**src/design/pbrle_pkg.sv**
```systemverilog
// Shared types and constants for the PackBits run-length decoder.
package pbrle_pkg;

   localparam int BYTES_PER_RESULT_DEF = 4;
   localparam int QUEUE_DEPTH_DEF      = 2;
   localparam int WORD_BYTES           = 4;

   localparam logic [7:0] NOOP_HEADER = 8'h80;

   typedef struct packed {
      logic [7:0] in_byte;
      logic       first_of_row;
   } req_beat_type;

   typedef struct packed {
      logic [31:0] out_word;
      logic [2:0]  byte_count;
      logic        last;
   } rsp_beat_type;

   // One expansion job: a data byte and how many copies of it to emit.
   typedef struct packed {
      logic [7:0] data;
      logic [7:0] count;
   } cmd_type;

   typedef enum logic [2:0] {
      PH_HEADER  = 3'b001,
      PH_LITERAL = 3'b010,
      PH_REPEAT  = 3'b100
   } phase_type;

endpackage

```
**src/design/pbrle_front.sv**
```systemverilog
// Front end: tracks headers and literal/repeat runs, issues expansion jobs.
module pbrle_front (
   input  logic                  clock,
   input  logic                  reset,
   input  logic                  req_valid,
   output logic                  req_stall,
   input  pbrle_pkg::req_beat_type req_beat,
   output logic                  push,
   output pbrle_pkg::cmd_type    push_cmd,
   input  logic                  queue_full
);
   import pbrle_pkg::*;

   phase_type  phase_ff, phase_in, eff_phase;
   logic [7:0] lit_ff, lit_in;
   logic [7:0] rep_ff, rep_in;
   logic       accept;

   assign req_stall = queue_full;
   assign accept    = req_valid && !queue_full;
   assign eff_phase = req_beat.first_of_row ? PH_HEADER : phase_ff;

   always_comb begin
      phase_in      = phase_ff;
      lit_in        = lit_ff;
      rep_in        = rep_ff;
      push          = 1'b0;
      push_cmd.data = req_beat.in_byte;
      push_cmd.count = 8'd1;
      if (req_beat.first_of_row) begin
         lit_in = 8'd0;
         rep_in = 8'd0;
      end
      case (eff_phase)
         PH_LITERAL: begin
            push   = accept;
            lit_in = lit_ff - 8'd1;
            if (lit_ff == 8'd1) begin
               phase_in = PH_HEADER;
            end
         end
         PH_REPEAT: begin
            push           = accept;
            push_cmd.count = rep_ff;
            rep_in         = 8'd0;
            phase_in       = PH_HEADER;
         end
         default: begin
            if (!req_beat.in_byte[7]) begin
               lit_in   = req_beat.in_byte + 8'd1;
               phase_in = PH_LITERAL;
            end else if (req_beat.in_byte == NOOP_HEADER) begin
               phase_in = PH_HEADER;
            end else begin
               rep_in   = 8'(9'd257 - {1'b0, req_beat.in_byte});
               phase_in = PH_REPEAT;
            end
         end
      endcase
   end

   always_ff @(posedge clock) begin
      if (reset) begin
         phase_ff <= PH_HEADER;
         lit_ff   <= 8'd0;
         rep_ff   <= 8'd0;
      end else if (accept) begin
         phase_ff <= phase_in;
         lit_ff   <= lit_in;
         rep_ff   <= rep_in;
      end
   end

endmodule

```
**src/design/pbrle_queue.sv**
```systemverilog
// Small job queue between the front and back ends.
module pbrle_queue #(
   parameter int DEPTH = pbrle_pkg::QUEUE_DEPTH_DEF
) (
   input  logic               clock,
   input  logic               reset,
   input  logic               push,
   input  pbrle_pkg::cmd_type push_cmd,
   output logic               full,
   input  logic               pop,
   output logic               not_empty,
   output pbrle_pkg::cmd_type head_cmd
);
   import pbrle_pkg::*;

   localparam int AW = (DEPTH > 1) ? $clog2(DEPTH) : 1;
   localparam int CW = $clog2(DEPTH + 1);

   cmd_type       mem_ff [DEPTH];
   logic [AW-1:0] wr_ff, wr_in, rd_ff, rd_in;
   logic [CW-1:0] cnt_ff, cnt_in;
   logic          do_push, do_pop;

   assign full      = (cnt_ff == CW'(DEPTH));
   assign not_empty = (cnt_ff != '0);
   assign head_cmd  = mem_ff[rd_ff];
   assign do_push   = push && !full;
   assign do_pop    = pop && not_empty;

   always_comb begin
      wr_in  = wr_ff;
      rd_in  = rd_ff;
      cnt_in = cnt_ff;
      if (do_push) begin
         wr_in = (wr_ff == AW'(DEPTH - 1)) ? '0 : wr_ff + AW'(1);
      end
      if (do_pop) begin
         rd_in = (rd_ff == AW'(DEPTH - 1)) ? '0 : rd_ff + AW'(1);
      end
      if (do_push && !do_pop) begin
         cnt_in = cnt_ff + CW'(1);
      end else if (do_pop && !do_push) begin
         cnt_in = cnt_ff - CW'(1);
      end
   end

   always_ff @(posedge clock) begin
      if (reset) begin
         wr_ff  <= '0;
         rd_ff  <= '0;
         cnt_ff <= '0;
      end else begin
         wr_ff  <= wr_in;
         rd_ff  <= rd_in;
         cnt_ff <= cnt_in;
      end
   end

   always_ff @(posedge clock) begin
      if (do_push) begin
         mem_ff[wr_ff] <= push_cmd;
      end
   end

endmodule

```
**src/design/pbrle_back.sv**
```systemverilog
// Back end: expands a job into result beats of up to four bytes.
module pbrle_back #(
   parameter int BYTES_PER_RESULT = pbrle_pkg::BYTES_PER_RESULT_DEF
) (
   input  logic                    clock,
   input  logic                    reset,
   input  logic                    job_valid,
   input  pbrle_pkg::cmd_type      job_cmd,
   output logic                    pop,
   output logic                    rsp_valid,
   input  logic                    rsp_stall,
   output pbrle_pkg::rsp_beat_type rsp_beat
);
   import pbrle_pkg::*;

   localparam int STEP = (BYTES_PER_RESULT > WORD_BYTES) ? WORD_BYTES :
                         (BYTES_PER_RESULT < 1) ? 1 : BYTES_PER_RESULT;

   logic       busy_ff, busy_in;
   logic [7:0] data_ff, data_in;
   logic [7:0] left_ff, left_in;
   logic [2:0] take;
   logic       last_beat, sent;

   assign take      = (left_ff < 8'(STEP)) ? left_ff[2:0] : 3'(STEP);
   assign last_beat = (left_ff == {5'd0, take});
   assign sent      = busy_ff && !rsp_stall;
   assign pop       = !busy_ff || (sent && last_beat);

   assign rsp_valid           = busy_ff;
   assign rsp_beat.byte_count = take;
   assign rsp_beat.last      = last_beat;

   always_comb begin
      for (int i = 0; i < WORD_BYTES; i++) begin
         rsp_beat.out_word[8*i +: 8] = (3'(i) < take) ? data_ff : 8'd0;
      end
   end

   always_comb begin
      busy_in = busy_ff;
      data_in = data_ff;
      left_in = left_ff;
      if (sent) begin
         left_in = left_ff - {5'd0, take};
         if (last_beat) begin
            busy_in = 1'b0;
         end
      end
      if (pop && job_valid) begin
         busy_in = 1'b1;
         data_in = job_cmd.data;
         left_in = job_cmd.count;
      end
   end

   always_ff @(posedge clock) begin
      if (reset) begin
         busy_ff <= 1'b0;
      end else begin
         busy_ff <= busy_in;
      end
   end

   always_ff @(posedge clock) begin
      data_ff <= data_in;
      left_ff <= left_in;
   end

endmodule

```
**src/design/packbits_rle_decoder_top.sv**
```systemverilog
// Top level of the PackBits run-length decoder.
// Takes one compressed byte per beat. Header bytes give no result. A literal
// byte gives one result beat; a repeat byte gives ceil(copies / N) beats
// (up to 32 at the default N of 4), N being BYTES_PER_RESULT clamped to 1..4,
// one per cycle from the back-end expander while rsp_stall is low. A small
// job queue sits between byte parsing and expansion, so headers and further
// data bytes are taken while a run is still being expanded; input stalls only
// when that queue is full. On its way to a result a data byte goes through the
// job queue storage and then the expander's output registers.
module packbits_rle_decoder_top #(
   parameter int BYTES_PER_RESULT = pbrle_pkg::BYTES_PER_RESULT_DEF,
   parameter int QUEUE_DEPTH      = pbrle_pkg::QUEUE_DEPTH_DEF
) (
   input  logic                    clock,
   input  logic                    reset,
   input  logic                    req_valid,
   output logic                    req_stall,
   input  pbrle_pkg::req_beat_type req_beat,
   output logic                    rsp_valid,
   input  logic                    rsp_stall,
   output pbrle_pkg::rsp_beat_type rsp_beat
);
   import pbrle_pkg::*;

   logic    push, queue_full, pop, job_valid;
   cmd_type push_cmd, job_cmd;

   pbrle_front u_front (
      .clock      (clock),
      .reset      (reset),
      .req_valid  (req_valid),
      .req_stall  (req_stall),
      .req_beat   (req_beat),
      .push       (push),
      .push_cmd   (push_cmd),
      .queue_full (queue_full)
   );

   pbrle_queue #(
      .DEPTH (QUEUE_DEPTH)
   ) u_queue (
      .clock     (clock),
      .reset     (reset),
      .push      (push),
      .push_cmd  (push_cmd),
      .full      (queue_full),
      .pop       (pop),
      .not_empty (job_valid),
      .head_cmd  (job_cmd)
   );

   pbrle_back #(
      .BYTES_PER_RESULT (BYTES_PER_RESULT)
   ) u_back (
      .clock     (clock),
      .reset     (reset),
      .job_valid (job_valid),
      .job_cmd   (job_cmd),
      .pop       (pop),
      .rsp_valid (rsp_valid),
      .rsp_stall (rsp_stall),
      .rsp_beat  (rsp_beat)
   );

   a_no_overflow: assert property (@(posedge clock) disable iff (reset)
      push |-> !queue_full)
      else $error("job pushed into full queue");

   a_count_range: assert property (@(posedge clock) disable iff (reset)
      rsp_valid |-> (rsp_beat.byte_count != 3'd0) && (rsp_beat.byte_count <= 3'd4))
      else $error("result byte count out of range");

   a_short_is_last: assert property (@(posedge clock) disable iff (reset)
      (rsp_valid && (rsp_beat.byte_count == 3'd1) && (BYTES_PER_RESULT > 1))
      |-> rsp_beat.last)
      else $error("partial result beat not marked last");

endmodule
```
**config.mk**
```make
export PLATFORM = sky130hd
export DESIGN_NAME = packbits_rle_decoder_top
export DESIGN_NICKNAME = d
export VERILOG_FILES = /design/src/design/pbrle_pkg.sv /design/src/design/pbrle_front.sv /design/src/design/pbrle_queue.sv /design/src/design/pbrle_back.sv /design/src/design/packbits_rle_decoder_top.sv
export SDC_FILE = /design/constraint.sdc
export NUM_CORES = 1
export LEC_CHECK = 0
export ABC_CLOCK_PERIOD_IN_PS = 3900
export BUFFER_PORTS_ARGS = -buffer_cell sky130_fd_sc_hd__buf_4
export CAP_MARGIN = 20
export CORE_AREA = 2 2 121 64
export CTS_BUF_LIST = sky130_fd_sc_hd__clkbuf_8
export DETAILED_ROUTE_END_ITERATION = 7
export DIE_AREA = 0 0 123 66
export GPL_TIMING_DRIVEN = 0
export HOLD_SLACK_MARGIN = 0.15
export PLACE_DENSITY = 0.75
export SYNTH_ARGS = -nofsm -noshare
export SYNTH_HDL_FRONTEND = slang
export SYNTH_SLANG_ARGS = --single-unit
```
**constraint.sdc**
```tcl
create_clock -name clock -period 3.9 [get_ports clock]
set_input_delay 0.39 -clock clock [delete_from_list [all_inputs] [get_ports clock]]
set_output_delay 0.39 -clock clock [all_outputs]
set_load 0.01 [all_outputs]
```
==> summary.txt <==
Async S/R FF share, synth: 0
number of flops mapped to enable cells by yosys: 48
CP Class: reg2out
Post-Syn Area per Cell: 10.46 sq um
Num CTS Buffers: 9
VDD IR max: 0.3018 mV
Synth cell types: 56
hold_buf cts: 0
pre-CTS setup slack: 1.187 ns
RSZ-0062 raised after global routing: no
DRC: 0
worst setup margin: 0.9719 ns
P per Cell Area: 590.4 nW/um^2
CTS clock-pin slew for the worst setup and hold paths: 0.08 ns
Placed Area: 4270 sq um
share of Yosys cell area claimed by the top area cell type: 0.3829
Yosys reg bits: 73
CP max FO: 9
sequential area share after synthesis: 0.5158
initial core utilization: 0.5301
maximum clock rate: 0.3415 GHz
final instance area: 4458 sq um
vias: 2948
Slew HR: 0.3039
Finished Core Util: 0.6277
Total Neg Setup Slack: 0 ns
vias in the first global route: 2709
final wirelength: 8.433 mm
CTS Sinks: 73
yosys warns: 0
worst slew pin tran: 1.035 ns
largest net degree at the start of global routing: 17
initial antenna violation count: 0
CP Launch Type: flop
cell taking the most area after synthesis: edfxtp_1
CTS tree: done
CTS Buffer Depth: 2
share of cells above drive strength 1: 0.2131
worst skew pair latency: 0.35 ns
Die Width: 123 um
Ports: 51
antenna cells: 0
full die area: 8118 sq um
standard-cell rows: 22
Hold Crit Class: in2reg
synth cell count leaders: 48 x edfxtp_1, 31 x nor2_1, 25 x dfxtp_1
CP required: 3.51 ns
global-route wire length before repair: 13.49 mm
nets@finish: 443
Final Hold Fails: 0
Synth Flop Type: edfxtp_1
Clock Skew: 0.01010 ns
share of power burned in registers: 0.423
vias per cell: 5.637
CORE AREA: 7102 sq um
HPWL Detailed: 6.046 mm
Clk pwr share: 0.217
outcome: completed
Cells after Synth: 360
crit path time final: 2.928 ns
MaxCap Viol Count: 0
Antenna Nets Post-Route: 0
total grt overflow: 0
Arrival @ worst endpoint: 2.54 ns
switch share: 0.3505
Netlist Area Pre-Place: 3765 sq um
Final period util: 0.7508
Max Slew Vio Count: 0
postcts setup bufs: 0
H-tree Lvls: 3
internal power: 0.001710 W
static leakage: 1.647 nW
Comb pwr share: 0.360
DR pass1 iterations: 5
gr usage total: 0.2254
Die H: 66 um
syn nets: 381
CP endpoint kind: output port
PortBufs: 49
Placer Congestion: 0.8871
Area contributors post-synth: edfxtp_1 38%, dfxtp_1 13%, and2_1 4.0%
Psw: 0.0009224 W
most frequent cell after synthesis: edfxtp_1
Root Buffer: clkbuf_8
Area growth syn-to-layout: 18.41%
Detailed Route Iter0 Violations: 264
DR WL/cell: 16.12 um
# setup viols final: 0
Total Power: 0.002632 W
post-cts gate resize count: 0
-- registers in the layout, summed over array words and instances, names as in the netlist, named ones only --
signal / cells
u_queue.mem_ff: 32
u_back.data_ff: 8
u_back.left_ff: 8
u_front.lit_ff: 8
u_front.rep_ff: 8
u_front.phase_ff: 3
u_queue.cnt_ff: 2
u_back.rsp_valid: 1
u_queue.rd_ff: 1
u_queue.wr_ff: 1
-- final cells by class --
| cell class | count | area, sq um |
|---|---|---|
| Fill cell | 601 | 2644 |
| Sequential cell | 73 | 1942 |
| Multi-Input combinational cell | 256 | 1674 |
| Timing Repair Buffer | 51 | 385.4 |
| Clock buffer | 9 | 123.9 |
| Tap cell | 96 | 120.1 |
| Buffer | 18 | 100.1 |
| Clock inverter | 7 | 63.81 |
| Inverter | 13 | 48.80 |
-- per-stage QoR --
stage                     cells  hold WS (ns)
after floorplan             360        0.4455
after global placement      505        0.4688
after detailed placement    507        0.4775
after CTS                   523        0.2346
after global routing        523        0.2334
final                       523        0.2462
-- cells in the final DEF (no fill, tap or decap), types with 3 or more instances in the layout --
cell type / n
clkbuf_1: 7
nor4_1: 3
mux2_2: 8
buf_4: 51
and2_1: 24
clkbuf_8: 9
nand2_1: 15
xor2_1: 8
o21bai_1: 3
nand4_1: 3
nand2b_1: 5
a211oi_1: 7
inv_1: 15
dfxtp_1: 25
mux2i_1: 4
xnor2_1: 6
buf_6: 3
buf_2: 4
nor2b_1: 24
nor3_1: 13
ha_1: 8
a31oi_1: 5
nand3_1: 5
nor2_1: 31
a22oi_1: 8
or4_1: 3
a21oi_1: 19
o21ai_0: 14
o21a_1: 3
o22ai_1: 5
or3_1: 5
edfxtp_1: 48
-- power groups by stage --
stage / sequential [W] / clock, W / combinational (W)
finish: 0.00111 / 0.000572 / 0.000947
CTS: 0.00111 / 0.000578 / 0.000947
global placement: 0.00112 / 0 / 0.000923
detailed placement: 0.00113 / 0 / 0.000939
floorplan: 0.00110 / 0 / 0.000626
global route: 0.00113 / 0.000615 / 0.00105
-- kinds of logic after synthesis --
kind of cell | Yosys count | synth area share
compound gates | 80 | 0.1436
flops | 73 | 0.5158
mux | 12 | 0.03456
buf+inv | 31 | 0.03955
xor+xnor | 14 | 0.03257
other cells | 1 | 0.0009961
fa+ha+maj | 8 | 0.02659
simple gates | 141 | 0.2064
-- routing by layer --
layer	vias up	track usage	share of wire	wire length, um
li1	1425	-	-	-
met1	1385	0.3212	0.48	4056
met2	123	0.3322	0.42	3554
met3	15	0.06379	0.085	719
met4	0	0.07244	0.012	102
met5	-	0	0	0
-- critical path: stages, from the launching register on --
cell and delay [ns]:
edfxtp_1 0.37, buf_2 0.18, or4_1 0.54, or3_1 0.40, buf_6 0.17, nor3_4 0.28, nor2b_1 0.09, buf_4 0.15
-- final timing paths --
| check | start | cells past startpoint | end | slack (ns) |
|---|---|---|---|---|
| min reg2reg | u_front.lit_ff[4] | 2 | u_front.lit_ff[4] | 0.49 |
| min | req_beat[4] | 1 | u_queue.mem_ff[0][11] | 0.25 |
| max reg2reg | u_back.left_ff[6] | 7 | u_queue.cnt_ff[1] | 1.17 |
| max | u_back.left_ff[3] | 7 | rsp_beat[4] | 0.97 |
(Power assumes the default switching activity.)
